$ cat src/hw/rtl/pfc_pkg.sv
`default_nettype none

package pfc_pkg;

	// longest path accepted before the overlong flag sets
	localparam int unsigned MAX_PATH = 256;

	// position counters saturate just past MAX_PATH, one spare code for the +1 of leaf start
	localparam int unsigned POS_W = $clog2(MAX_PATH + 3);
	localparam int unsigned LEN_W = 9;
	localparam int unsigned CNT_W = (POS_W > LEN_W) ? POS_W : LEN_W;
	localparam int unsigned OFS_W = 8;

	localparam logic [31:0] HASH_BASIS = 32'd2166136261;
	localparam logic [31:0] HASH_PRIME = 32'd16777619;

	localparam logic [3:0] SUFFIX_LIMIT = 4'd15;
	localparam int unsigned SUFFIX_KEEP = 4;

	// "smb_" + 8 hex digits + "."
	localparam logic [4:0] HASHED_BASE = 5'd13;

	localparam logic [7:0] CHAR_LOW = 8'h20;
	localparam logic [7:0] CHAR_HIGH = 8'h7E;
	localparam logic [7:0] CHAR_SLASH = 8'h2F;
	localparam logic [7:0] CHAR_DOT = 8'h2E;

	typedef enum logic [1:0] {
		VERDICT_REJECT = 2'd0,
		VERDICT_KEEP = 2'd1,
		VERDICT_HASHED = 2'd2
	} verdict_t;

	localparam logic [1:0] KIND_JPG = 2'd0;
	localparam logic [1:0] KIND_JPEG = 2'd1;
	localparam logic [1:0] KIND_PNG = 2'd2;
	localparam logic [1:0] KIND_BMP = 2'd3;

	typedef logic [SUFFIX_KEEP-1:0][7:0] suffix_t;

	typedef struct packed {
		logic [31:0] hash;
		logic [CNT_W-1:0] pos;
		logic [OFS_W-1:0] leaf_start;
		logic [CNT_W-1:0] leaf_count;
		logic leading_dot;
		logic dot_seen;
		logic [3:0] suffix_count;
		logic unclean;
		logic overlong;
	} leaf_info_t;

endpackage

`default_nettype wire

$ cat src/hw/rtl/pfc_scan.sv
`default_nettype none

module pfc_scan (
	input wire logic clk,
	input wire logic arst_n,
	input wire logic step,
	input wire logic [7:0] byte_in,
	input wire logic last,
	output pfc_pkg::leaf_info_t upd,
	output pfc_pkg::suffix_t suffix_upd
);
	import pfc_pkg::*;

	leaf_info_t state_q;
	suffix_t suffix_q;
	logic [31:0] mixed;
	logic [7:0] lower;
	logic [CNT_W-1:0] start_wide;
	logic bad_char;

	always_comb begin
		lower = ((byte_in >= 8'h41) && (byte_in <= 8'h5A)) ? (byte_in + 8'd32) : byte_in;
		bad_char = (byte_in < CHAR_LOW) || (byte_in > CHAR_HIGH) ||
			(byte_in == 8'h5C) || (byte_in == 8'h3A) || (byte_in == 8'h2A) ||
			(byte_in == 8'h3F) || (byte_in == 8'h22) || (byte_in == 8'h3C) ||
			(byte_in == 8'h3E) || (byte_in == 8'h7C);
		mixed = state_q.hash ^ {24'd0, byte_in};
		start_wide = state_q.pos + CNT_W'(1);

		upd = state_q;
		suffix_upd = suffix_q;
		upd.hash = mixed * HASH_PRIME;

		if (byte_in == CHAR_SLASH) begin
			upd.leaf_count = '0;
			upd.leading_dot = 1'b0;
			upd.dot_seen = 1'b0;
			upd.suffix_count = '0;
			upd.unclean = 1'b0;
			upd.leaf_start = (start_wide > CNT_W'(255)) ? 8'd255 : start_wide[OFS_W-1:0];
		end else begin
			if (byte_in == CHAR_DOT) begin
				if (state_q.leaf_count == '0) begin
					upd.leading_dot = 1'b1;
				end
				upd.dot_seen = 1'b1;
				upd.suffix_count = '0;
			end else if (state_q.dot_seen) begin
				if (state_q.suffix_count < 4'(SUFFIX_KEEP)) begin
					suffix_upd[state_q.suffix_count[1:0]] = lower;
				end
				if (state_q.suffix_count < SUFFIX_LIMIT) begin
					upd.suffix_count = state_q.suffix_count + 4'd1;
				end
			end
			if (bad_char) begin
				upd.unclean = 1'b1;
			end
			if (state_q.leaf_count <= CNT_W'(MAX_PATH)) begin
				upd.leaf_count = state_q.leaf_count + CNT_W'(1);
			end
		end

		if (state_q.pos <= CNT_W'(MAX_PATH)) begin
			upd.pos = state_q.pos + CNT_W'(1);
		end
		if (upd.pos > CNT_W'(MAX_PATH)) begin
			upd.overlong = 1'b1;
		end
	end

	always_ff @(posedge clk or negedge arst_n) begin
		if (!arst_n) begin
			state_q <= '{hash: HASH_BASIS, default: '0};
		end else if (step) begin
			if (last) begin
				state_q <= '{hash: HASH_BASIS, default: '0};
			end else begin
				state_q <= upd;
			end
		end
	end

	// only entries below the suffix count are ever looked at
	always_ff @(posedge clk) begin
		if (step) begin
			suffix_q <= suffix_upd;
		end
	end

endmodule

`default_nettype wire

$ cat src/hw/rtl/pfc_judge.sv
`default_nettype none

module pfc_judge (
	input wire pfc_pkg::leaf_info_t info,
	input wire pfc_pkg::suffix_t suffix,
	input wire logic [7:0] capacity,
	output pfc_pkg::verdict_t verdict,
	output logic [1:0] kind
);
	import pfc_pkg::*;

	logic name_ok;
	logic known;
	logic [1:0] match_kind;
	logic [4:0] hashed_len;

	always_comb begin
		name_ok = !info.overlong && (info.leaf_count != '0) && !info.leading_dot &&
			info.dot_seen && (info.suffix_count != '0);
		known = 1'b0;
		match_kind = KIND_JPG;
		if (info.suffix_count == 4'd3) begin
			if (suffix[0] == 8'h6A && suffix[1] == 8'h70 && suffix[2] == 8'h67) begin
				known = 1'b1;
				match_kind = KIND_JPG;
			end else if (suffix[0] == 8'h70 && suffix[1] == 8'h6E && suffix[2] == 8'h67) begin
				known = 1'b1;
				match_kind = KIND_PNG;
			end else if (suffix[0] == 8'h62 && suffix[1] == 8'h6D && suffix[2] == 8'h70) begin
				known = 1'b1;
				match_kind = KIND_BMP;
			end
		end else if (info.suffix_count == 4'd4) begin
			if (suffix[0] == 8'h6A && suffix[1] == 8'h70 && suffix[2] == 8'h65 &&
					suffix[3] == 8'h67) begin
				known = 1'b1;
				match_kind = KIND_JPEG;
			end
		end
		hashed_len = HASHED_BASE + {1'b0, info.suffix_count};

		verdict = VERDICT_REJECT;
		kind = KIND_JPG;
		if (name_ok && known) begin
			if ((info.leaf_count < CNT_W'(capacity)) && !info.unclean) begin
				verdict = VERDICT_KEEP;
				kind = match_kind;
			end else if (8'(hashed_len) < capacity) begin
				verdict = VERDICT_HASHED;
				kind = match_kind;
			end
		end
	end

endmodule

`default_nettype wire

$ cat src/hw/rtl/photo_filename_classifier_unit.sv
`default_nettype none

// photo file name classifier: path bytes come in one per transfer, the final byte
// flagged by last_byte. the block hashes the whole path (32-bit fnv-1a) and follows
// the leaf after the last slash; for each flagged byte it hands out one result
// with the verdict (reject, keep leaf verbatim, or use smb_XXXXXXXX.ext), the
// extension kind, the hash, and the leaf offset and length. no characters are
// copied. rate is one byte per clock while no closing byte waits behind a held
// result; the result of a path passes the input register, then the result register.
// the per-byte state loop (hash xor and constant multiply, leaf counters) sets that
// rate. a finished result waiting on result_stall does not block plain path bytes;
// only the next last byte waits behind it. name_capacity is written through the
// cfg channel (always ready); the user must write it only while no path is in
// flight, as the block itself does not enforce this. it resets to 64.
module photo_filename_classifier_unit (
	input wire logic clk,
	input wire logic arst_n,
	// path byte channel
	input wire logic path_valid,
	output logic path_stall,
	input wire logic [7:0] path_byte,
	input wire logic last_byte,
	// result channel
	output logic result_valid,
	input wire logic result_stall,
	output logic [1:0] verdict,
	output logic [1:0] extension_kind,
	output logic [31:0] path_hash,
	output logic [7:0] leaf_offset,
	output logic [8:0] leaf_length,
	// name capacity register write
	input wire logic cfg_valid,
	output logic cfg_ready,
	input wire logic [7:0] cfg_data
);
	import pfc_pkg::*;

	logic [7:0] name_capacity_q;

	// input register
	logic valid_s1;
	logic [7:0] byte_s1;
	logic last_s1;

	// result register
	logic result_valid_q;
	verdict_t verdict_q;
	logic [1:0] kind_q;
	logic [31:0] hash_q;
	logic [7:0] offset_q;
	logic [8:0] length_q;

	logic accept;
	logic step;
	leaf_info_t upd;
	suffix_t suffix_upd;
	verdict_t verdict_c;
	logic [1:0] kind_c;

	// a byte in the input register moves on unless it closes a path and the
	// result register is still held by the consumer
	assign step = valid_s1 && !(last_s1 && result_valid_q && result_stall);
	assign path_stall = valid_s1 && !step;
	assign accept = path_valid && !path_stall;
	assign cfg_ready = 1'b1;

	always_ff @(posedge clk or negedge arst_n) begin
		if (!arst_n) begin
			name_capacity_q <= 8'd64;
		end else if (cfg_valid) begin
			name_capacity_q <= cfg_data;
		end
	end

	always_ff @(posedge clk or negedge arst_n) begin
		if (!arst_n) begin
			valid_s1 <= 1'b0;
		end else if (accept) begin
			valid_s1 <= 1'b1;
		end else if (step) begin
			valid_s1 <= 1'b0;
		end
	end

	always_ff @(posedge clk) begin
		if (accept) begin
			byte_s1 <= path_byte;
			last_s1 <= last_byte;
		end
	end

	// running path and leaf state
	pfc_scan u_scan (
		.clk(clk),
		.arst_n(arst_n),
		.step(step),
		.byte_in(byte_s1),
		.last(last_s1),
		.upd(upd),
		.suffix_upd(suffix_upd)
	);

	// verdict from the state as it stands after the closing byte
	pfc_judge u_judge (
		.info(upd),
		.suffix(suffix_upd),
		.capacity(name_capacity_q),
		.verdict(verdict_c),
		.kind(kind_c)
	);

	always_ff @(posedge clk or negedge arst_n) begin
		if (!arst_n) begin
			result_valid_q <= 1'b0;
		end else if (step && last_s1) begin
			result_valid_q <= 1'b1;
		end else if (!result_stall) begin
			result_valid_q <= 1'b0;
		end
	end

	always_ff @(posedge clk) begin
		if (step && last_s1) begin
			verdict_q <= verdict_c;
			kind_q <= kind_c;
			hash_q <= upd.hash;
			offset_q <= upd.leaf_start;
			// leaf length saturates at the width of the port
			length_q <= (upd.leaf_count > CNT_W'(511)) ? 9'd511 : upd.leaf_count[8:0];
		end
	end

	assign result_valid = result_valid_q;
	assign verdict = verdict_q;
	assign extension_kind = kind_q;
	assign path_hash = hash_q;
	assign leaf_offset = offset_q;
	assign leaf_length = length_q;

	// the input side only waits behind a held result
	a_stall_cause: assert property (@(posedge clk) disable iff (!arst_n)
		path_stall |-> (result_valid_q && result_stall && last_s1))
		else $error("path stalled without a held result");

	// a reject carries no extension kind
	a_reject_kind: assert property (@(posedge clk) disable iff (!arst_n)
		(result_valid_q && verdict_q == VERDICT_REJECT) |-> (kind_q == KIND_JPG))
		else $error("reject with nonzero extension kind");

	// a verbatim leaf always fits the name buffer
	a_keep_fits: assert property (@(posedge clk) disable iff (!arst_n)
		(result_valid_q && verdict_q == VERDICT_KEEP) |->
		(length_q != 9'd0 && length_q < {1'b0, name_capacity_q}))
		else $error("verbatim leaf does not fit");

	// every closing byte that moves on produces a result next cycle
	a_result_follows: assert property (@(posedge clk) disable iff (!arst_n)
		(step && last_s1) |=> result_valid_q)
		else $error("closing byte left no result");

endmodule

`default_nettype wire
$ cat config.mk
export PLATFORM = sky130hd
export DESIGN_NAME = photo_filename_classifier_unit
export DESIGN_NICKNAME = d
export VERILOG_FILES = /design/src/hw/rtl/pfc_pkg.sv /design/src/hw/rtl/pfc_scan.sv /design/src/hw/rtl/pfc_judge.sv /design/src/hw/rtl/photo_filename_classifier_unit.sv
export SDC_FILE = /design/constraint.sdc
export NUM_CORES = 1
export LEC_CHECK = 0
export BUFFER_PORTS_ARGS = -buffer_cell sky130_fd_sc_hd__buf_2
export CAP_MARGIN = 15
export CORE_ASPECT_RATIO = 0.9
export CORE_MARGIN = 8
export CORE_UTILIZATION = 45
export DETAILED_ROUTE_END_ITERATION = 10
export GPL_ROUTABILITY_DRIVEN = 0
export HOLD_SLACK_MARGIN = 0.08
export PLACE_DENSITY = 0.62
export RECOVER_POWER = 25
export SLEW_MARGIN = 20
export SYNTH_ARGS = -nofsm -noshare
export SYNTH_HDL_FRONTEND = slang
export SYNTH_HIERARCHICAL = 1
export SYNTH_SLANG_ARGS = --single-unit
$ cat constraint.sdc
create_clock -name clk -period 5.72 [get_ports clk]
set_input_delay 1.144 -clock clk [delete_from_list [all_inputs] [get_ports clk]]
set_output_delay 1.144 -clock clk [all_outputs]
set_load 0.02 [all_outputs]
==> results of run 1 <==
[cell usage in the layout (no fill, tap or decap), types with 5 or more instances in the layout]
cell       instances
inv_1            214
ha_1             202
edfxtp_1          94
fa_1              74
buf_2             73
nand2_1           63
dfrtp_1           61
nor2_1            53
xnor2_1           46
a21oi_1           39
buf_4             37
a22o_1            34
mux2_1            27
xor2_1            25
o21ai_1           25
nand3_1           19
clkbuf_16         17
o22a_1            16
dfstp_2           15
nor3_1            15
nand4_1           10
nand2b_1          10
o21ai_0           10
a211oi_1           9
a21o_1             9
and2_1             8
nor4_1             8
o211ai_1           8
nand3b_1           7
o21a_1             6
or3_1              6
a31oi_1            6
clkbuf_1           5
nor2b_1            5
o31ai_1            5
and3_1             5
[sequential cells by signal, summed over array words and instances, names as in the netlist]
name,flops
byte_s1,8
extension_kind,2
last_s1,1
leaf_length,9
leaf_offset,8
name_capacity_q,8
path_hash,32
result_valid,1
u_scan/state_q,66
u_scan/suffix_q,32
valid_s1,1
verdict,2
[final timing paths]
path	startpoint	to	slack (ns)
worst max register to register	byte_s1[4]$_DFFE_PP_	u_scan/state_q[59]$_DFFE_PN0P_	0.16
min in group asynchronous	arst_n	name_capacity_q[5]$_DFFE_PN0P_	2.27
worst min register to register	name_capacity_q[7]$_DFFE_PN0P_	name_capacity_q[7]$_DFFE_PN0P_	0.49
worst max-delay path	byte_s1[4]$_DFFE_PP_	u_scan/state_q[59]$_DFFE_PN0P_	0.16
max in group asynchronous	arst_n	u_scan/state_q[61]$_DFFE_PN0P_	0.96
worst min-delay path	name_capacity_q[7]$_DFFE_PN0P_	name_capacity_q[7]$_DFFE_PN0P_	0.49
[final cells by class]
type,count,area share (%)
sequential,170,31.2
inverter,217,5.36
tap,403,3.32
timing repair buffer,114,4.33
clock inverter,14,1.12
clock buffer,18,2.83
multi-input combinational,823,51.8
[what timing repair did]
action,CTS,global route
buffers inserted,0,4
setup endpoints to repair,3,20
pin swaps,0,4
resized for setup,1,13
hold endpoints to repair,0,0
[metrics by stage]
stage | hold WS, ns | setup WS (ns) | setup TNS [ns] | utilization [%] | std cells
after CTS | 0.514 | 0.106 | 0 | 50.7 | 1755
after detailed placement | 0.494 | -0.0255 | -0.0504 | 48.7 | 1723
after global routing | 0.508 | -0.109 | -1.78 | 51.0 | 1759
after floorplan | 0.468 | 0.212 | 0 | - | 1262
final | 0.491 | 0.159 | 0 | 51.0 | 1759
after global placement | 0.488 | 0.000474 | 0 | 48.7 | 1723
[routing by layer]
| layer | share of wire (%) | routed length [um] |
|---|---|---|
| met5 | 0 | 0 |
| met4 | 1.0 | 313 |
| met3 | 4.8 | 1510 |
| met2 | 44 | 13900 |
| met1 | 50 | 15600 |
==> impl_metrics.xml, run 1 <==
<?xml version="1.0" encoding="UTF-8"?>
<metrics>
  <group name="layout">
    <metric name="net_count_reported_at_finish" unit="">1642</metric>
    <metric name="layout-area-overhead-vs-synth" unit="%">12.1</metric>
    <metric name="final-seq-area" unit="mm2">0.00474</metric>
    <metric name="antenna_cells" unit="">0</metric>
    <metric name="final.fill_count" unit="">2726</metric>
    <metric name="multi_input_comb_area" unit="mm2">0.00787</metric>
    <metric name="post_route_cells_drive_above_1_share" unit="%">14.0</metric>
    <metric name="final_design_area_no_fill" unit="mm2">0.0152</metric>
  </group>
  <group name="outcome">
    <metric name="failed_checks" unit="">capacitance limit, slew limit</metric>
    <metric name="status" unit="">finished with violations</metric>
  </group>
  <group name="clocking">
    <metric name="clock_tree.htree_level_count" unit="">4</metric>
    <metric name="tritoncts.num_buffers" unit="">17</metric>
    <metric name="clock_sink_count" unit="">170</metric>
    <metric name="tritoncts" unit="">yes</metric>
    <metric name="clock_tree.root_cell" unit="">clkbuf_16</metric>
    <metric name="clock_path_buffers" unit="">2</metric>
    <metric name="clk_pin_slew" unit="ns">0.07</metric>
    <metric name="number_of_hold_repair_buffers_added_at_the_cts_stage" unit="">0</metric>
    <metric name="clock_latency_on_the_worst_skew_pair" unit="ns">0.44</metric>
  </group>
  <group name="worst_setup_path">
    <metric name="cp.arrival" unit="ns">5.93</metric>
    <metric name="crit_fanout" unit="">8</metric>
    <metric name="r2r_cells" unit="">23</metric>
    <metric name="timing.critical_path.buf_inv" unit="">6</metric>
    <metric name="worstSetupEndpointType" unit="">flop</metric>
    <metric name="critical_path_rt" unit="ns">6.09</metric>
    <metric name="cell_type_group_with_the_largest_total_delay_on_the_critical_path" unit="">adder cells</metric>
    <metric name="timing.critical_path.from_type" unit="">flop</metric>
    <metric name="path_common_cell" unit="">inv_1</metric>
    <metric name="worstSetupPathDepth" unit="">23</metric>
    <metric name="max_stage_delay" unit="ns">0.56</metric>
    <metric name="timing.setup.critical_path_class" unit="">flop to flop</metric>
    <metric name="critical_path.cell_chain" unit="">xor2_4 -&gt; ha_1 -&gt; ha_1 -&gt; inv_1 -&gt; fa_1 -&gt; inv_1 -&gt; ha_1 -&gt; inv_1 -&gt; fa_1 -&gt; inv_1 -&gt; ha_1 -&gt; inv_1 -&gt; fa_1 -&gt; inv_1 -&gt; ha_1 -&gt; o21ai_0 -&gt; o211ai_1 -&gt; nand2_1 -&gt; o2111ai_2 -&gt; o211ai_1 -&gt; o21ai_1 -&gt; xor2_1 -&gt; a22o_1</metric>
    <metric name="timing.critical_path.slowest_stage_cell" unit="">fa_1</metric>
  </group>
  <group name="timing">
    <metric name="timing.slew.headroom" unit="%">-195</metric>
    <metric name="report.final.setup_viol" unit="">0</metric>
    <metric name="post-route-min-period" unit="ns">5.56</metric>
    <metric name="report.final.hold_viol_count" unit="">0</metric>
    <metric name="fin_max_slew_vios" unit="">77</metric>
    <metric name="grt_setup_unrepaired" unit="">yes</metric>
    <metric name="timing.final.crit_share" unit="%">97.2</metric>
    <metric name="fin_worst_skew" unit="ns">0.0160</metric>
    <metric name="tightest_slew" unit="ns">4.42</metric>
    <metric name="max_freq" unit="MHz">180</metric>
  </group>
  <group name="floorplanning">
    <metric name="die_height" unit="um">181</metric>
    <metric name="std_cell_rows" unit="">60</metric>
    <metric name="die-width" unit="um">199</metric>
    <metric name="dieArea" unit="mm2">0.0359</metric>
    <metric name="core_area" unit="mm2">0.0298</metric>
    <metric name="pin_count" unit="">78</metric>
    <metric name="starting_utilization_of_the_core_area" unit="%">45.5</metric>
  </group>
  <group name="synth">
    <metric name="synthesis.area_per_instance" unit="um2">10.7</metric>
    <metric name="netlist_area" unit="mm2">0.0136</metric>
    <metric name="synthesis.yosys.warnings" unit="">6</metric>
    <metric name="synth.net_count" unit="">1561</metric>
    <metric name="cells_after_synth" unit="">1262</metric>
  </group>
  <group name="drt">
    <metric name="route.final.wire_length" unit="um">31400</metric>
    <metric name="drt-vias-per-instance" unit="">5.31</metric>
    <metric name="detail_route.iter0.violations" unit="">587</metric>
    <metric name="routed-via-count" unit="">9347</metric>
    <metric name="drt.antenna.violating_nets" unit="">0</metric>
    <metric name="post-route-drc-count" unit="">0</metric>
    <metric name="detailedRoute.firstPassIterationCount" unit="">5</metric>
    <metric name="routed_wire_length_per_instance" unit="um">17.8</metric>
  </group>
  <group name="place">
    <metric name="placedInstanceArea" unit="mm2">0.0145</metric>
    <metric name="placement.io_buffers" unit="">76</metric>
    <metric name="dp_hpwl" unit="um">23900</metric>
  </group>
  <group name="grt">
    <metric name="pin_count_of_the_biggest_net_entering_global_routing" unit="">77</metric>
    <metric name="grt_pass1_wl" unit="um">50900</metric>
    <metric name="globalRouteMet2Util" unit="%">27.2</metric>
    <metric name="antenna_found_initial" unit="">0</metric>
    <metric name="groute.layer.met3.usage" unit="%">3.19</metric>
    <metric name="grt_usage" unit="%">17.9</metric>
    <metric name="grt_remaining_overflow" unit="">0</metric>
    <metric name="gr-usage-met1" unit="%">26.6</metric>
    <metric name="grt_pass1_vias" unit="">9401</metric>
    <metric name="routing_layer_with_the_top_usage_in_global_route" unit="">met2</metric>
  </group>
  <group name="worst_hold_path">
    <metric name="timing.hold.worst.class" unit="">flop to flop</metric>
    <metric name="hold_depth" unit="">1</metric>
  </group>
  <group name="run">
    <metric name="cap_viol_max_count" unit="">1</metric>
  </group>
</metrics>
Power of run 1 is left out: the tool's default activity adds up to more than one toggle a clock period on the data nets, which glitch-free logic cannot reach.
==> run 2: changes to the inputs <==
--- a/config.mk
+++ b/config.mk
@@ -5,11 +5,13 @@
 export SDC_FILE = /design/constraint.sdc
 export NUM_CORES = 1
 export LEC_CHECK = 0
+export ABC_AREA = 1
 export BUFFER_PORTS_ARGS = -buffer_cell sky130_fd_sc_hd__buf_2
 export CAP_MARGIN = 15
 export CORE_ASPECT_RATIO = 0.9
 export CORE_MARGIN = 8
 export CORE_UTILIZATION = 45
+export CTS_BUF_LIST = sky130_fd_sc_hd__clkbuf_8
 export DETAILED_ROUTE_END_ITERATION = 10
 export GPL_ROUTABILITY_DRIVEN = 0
 export HOLD_SLACK_MARGIN = 0.08
==> impl_metrics.xml, run 2 <==
<?xml version="1.0" encoding="UTF-8"?>
<metrics>
  <group name="timing">
    <metric name="tightest_slew" unit="ns">2.63</metric>
    <metric name="timing.final.crit_share" unit="%">95.8</metric>
    <metric name="timing.final.ws_setup" unit="ns">0.242</metric>
    <metric name="fin_max_slew_vios" unit="">79</metric>
    <metric name="hold-worst-slack" unit="ns">0.482</metric>
    <metric name="totalNegativeSetupSlack" unit="ns">0</metric>
    <metric name="report.final.setup_viol" unit="">0</metric>
    <metric name="post-route-min-period" unit="ns">5.48</metric>
    <metric name="grt_setup_unrepaired" unit="">no</metric>
    <metric name="max_freq" unit="MHz">183</metric>
    <metric name="fin_worst_skew" unit="ns">0.0141</metric>
    <metric name="report.final.hold_viol_count" unit="">0</metric>
    <metric name="timing.slew.headroom" unit="%">-75.3</metric>
  </group>
  <group name="worst_hold_path">
    <metric name="timing.hold.worst.class" unit="">flop to flop</metric>
    <metric name="hold_depth" unit="">2</metric>
    <metric name="timing.hold.worst_endpoint" unit="">u_scan/state_q[19]$_DFFE_PN0P_</metric>
    <metric name="worst_hold_startpoint" unit="">u_scan/state_q[19]$_DFFE_PN0P_</metric>
  </group>
  <group name="drt">
    <metric name="post-route-drc-count" unit="">0</metric>
    <metric name="route.final.wire_length" unit="um">36600</metric>
    <metric name="detailedRoute.firstPassIterationCount" unit="">5</metric>
    <metric name="drt-vias-per-instance" unit="">5.10</metric>
    <metric name="routed-via-count" unit="">11247</metric>
    <metric name="drt.antenna.violating_nets" unit="">0</metric>
    <metric name="routed_wire_length_per_instance" unit="um">16.6</metric>
    <metric name="detail_route.iter0.violations" unit="">697</metric>
  </group>
  <group name="outcome">
    <metric name="status" unit="">finished with violations</metric>
    <metric name="failed_checks" unit="">capacitance limit, slew limit</metric>
  </group>
  <group name="clocking">
    <metric name="clock_tree.htree_level_count" unit="">4</metric>
    <metric name="tritoncts" unit="">yes</metric>
    <metric name="number_of_buffers_inserted_to_repair_setup_after_cts" unit="">0</metric>
    <metric name="clock_latency_on_the_worst_skew_pair" unit="ns">0.48</metric>
    <metric name="tritoncts.num_buffers" unit="">17</metric>
    <metric name="clk_pin_slew" unit="ns">0.09</metric>
    <metric name="clock_sink_count" unit="">170</metric>
    <metric name="clock_path_buffers" unit="">2</metric>
    <metric name="number_of_hold_repair_buffers_added_at_the_cts_stage" unit="">0</metric>
    <metric name="cts.repair.resized" unit="">1</metric>
    <metric name="clock_tree.root_cell" unit="">clkbuf_8</metric>
  </group>
  <group name="layout">
    <metric name="final.fill_count" unit="">3075</metric>
    <metric name="post_route_cells_drive_above_1_share" unit="%">10.7</metric>
    <metric name="register_containing_the_most_flip_flops_in_the_final_layout" unit="">u_scan/state_q</metric>
    <metric name="final_common_cell" unit="">inv_1</metric>
    <metric name="net_count_reported_at_finish" unit="">2076</metric>
    <metric name="antenna_cells" unit="">0</metric>
    <metric name="layout-area-overhead-vs-synth" unit="%">8.35</metric>
    <metric name="layout_common_cells" unit="">inv_1 (376), nand2_1 (339), ha_1 (204), nor2_1 (100), edfxtp_1 (94)</metric>
    <metric name="largest_register_ff_count" unit="">66</metric>
  </group>
  <group name="floorplanning">
    <metric name="starting_utilization_of_the_core_area" unit="%">45.5</metric>
    <metric name="die-width" unit="um">205</metric>
    <metric name="std_cell_rows" unit="">62</metric>
    <metric name="dieArea" unit="mm2">0.0382</metric>
    <metric name="core_area" unit="mm2">0.0318</metric>
    <metric name="pin_count" unit="">78</metric>
    <metric name="die_height" unit="um">186</metric>
  </group>
  <group name="synth">
    <metric name="synthesis.yosys.warnings" unit="">6</metric>
    <metric name="synthesis.area_per_instance" unit="um2">8.50</metric>
    <metric name="synth.net_count" unit="">2002</metric>
    <metric name="cells_after_synth" unit="">1702</metric>
    <metric name="netlist_area" unit="mm2">0.0145</metric>
  </group>
  <group name="worst_setup_path">
    <metric name="rr_endpoint" unit="">path_hash[26]$_DFFE_PP_</metric>
    <metric name="r2r_cells" unit="">25</metric>
    <metric name="r2r-start" unit="">byte_s1[7]$_DFFE_PP_</metric>
    <metric name="timing.critical_path.from_type" unit="">flop</metric>
    <metric name="crit_fanout" unit="">7</metric>
    <metric name="cp.arrival" unit="ns">5.71</metric>
    <metric name="worstSetupEndpointType" unit="">flop</metric>
    <metric name="worstSetupStartpoint" unit="">byte_s1[7]$_DFFE_PP_</metric>
    <metric name="timing.reg2reg.setup_slack" unit="ns">0.24</metric>
    <metric name="critical_path_rt" unit="ns">5.96</metric>
    <metric name="timing.setup.critical_path_class" unit="">flop to flop</metric>
  </group>
  <group name="place">
    <metric name="placement.io_buffers" unit="">76</metric>
    <metric name="dpl_worst_slack" unit="ns">0.00540</metric>
    <metric name="dp_hpwl" unit="um">28800</metric>
  </group>
  <group name="grt">
    <metric name="pin_count_of_the_biggest_net_entering_global_routing" unit="">73</metric>
    <metric name="grt_pass1_wl" unit="um">59800</metric>
    <metric name="grt_usage" unit="%">19.9</metric>
    <metric name="grt_remaining_overflow" unit="">0</metric>
    <metric name="grt_pass1_vias" unit="">11196</metric>
    <metric name="antenna_found_initial" unit="">0</metric>
  </group>
  <group name="run">
    <metric name="cap_viol_max_count" unit="">2</metric>
  </group>
</metrics>
==> run 2: changes by cell type in the layout (fill, tap and decap cells not counted), sizes merged, moves of 41 or more <==
cell	previous run	this run
nor2	55	114
nand2	63	355
o21ai	35	77
xnor2	50	9
inv	219	393
nand3	20	86
==> run 2: metrics by stage <==
step                      std cells  utilization [%]  cell area, um2
final                          2205             49.3           15700
after global routing           2205             49.3           15700
after CTS                      2205             49.3           15700
after detailed placement       2173             48.1           15300
after global placement         2173             48.1           15300
after floorplan                1702                -           14500
==> run 2: layer usage <==
layer	vias up	global-route usage (%)	routed length [um]
li1	5555	-	-
met1	5335	28.3	17700
met2	318	30.8	15900
met3	39	4.26	2420
met4	0	4.54	520
met5	-	0	0
==> run 2: worst max path at each step <==
stage,end,slack (ns),cells after the start
6_report,path_hash[26]$_DFFE_PP_,0.24,25
5_1_grt,u_scan/state_q[61]$_DFFE_PN0P_,0.004,27
4_1_cts,path_hash[26]$_DFFE_PP_,0.1,25
3_5_place_dp,path_hash[26]$_DFFE_PP_,0.005,25
3_3_place_gp,path_hash[26]$_DFFE_PP_,0.05,25
2_1_floorplan,path_hash[21]$_DFFE_PP_,0.69,23
==> run 2: cell type report <==
class / count / area [um2] / share of cell area (%)
clock buffers: 18 / 248 / 1.58
well taps: 416 / 520 / 3.32
inverters: 387 / 1450 / 9.26
multi-input cells: 1111 / 8140 / 51.9
repair buffers: 89 / 459 / 2.93
flip-flops and latches: 170 / 4740 / 30.2
clock inverters: 14 / 124 / 0.790
==> run 2: worst max-delay path, stage by stage, from the launching register on <==
cell      delay, ns
edfxtp_1       0.46
inv_1          0.12
nand2_1        0.07
nand2_2        0.20
inv_1          0.16
nor2_4         0.18
nor2_1         0.07
ha_1           0.31
fa_1           0.48
ha_1           0.23
fa_1           0.48
ha_1           0.29
inv_1          0.05
fa_1           0.53
inv_1          0.04
ha_1           0.37
inv_1          0.06
o21bai_1       0.26
nand2_1        0.08
nand2_1        0.09
inv_1          0.08
o21ai_0        0.10
nand3_1        0.13
nand3_1        0.13
nand2_1        0.10
and2_1         0.16
Power of run 2 is left out for the same reason.
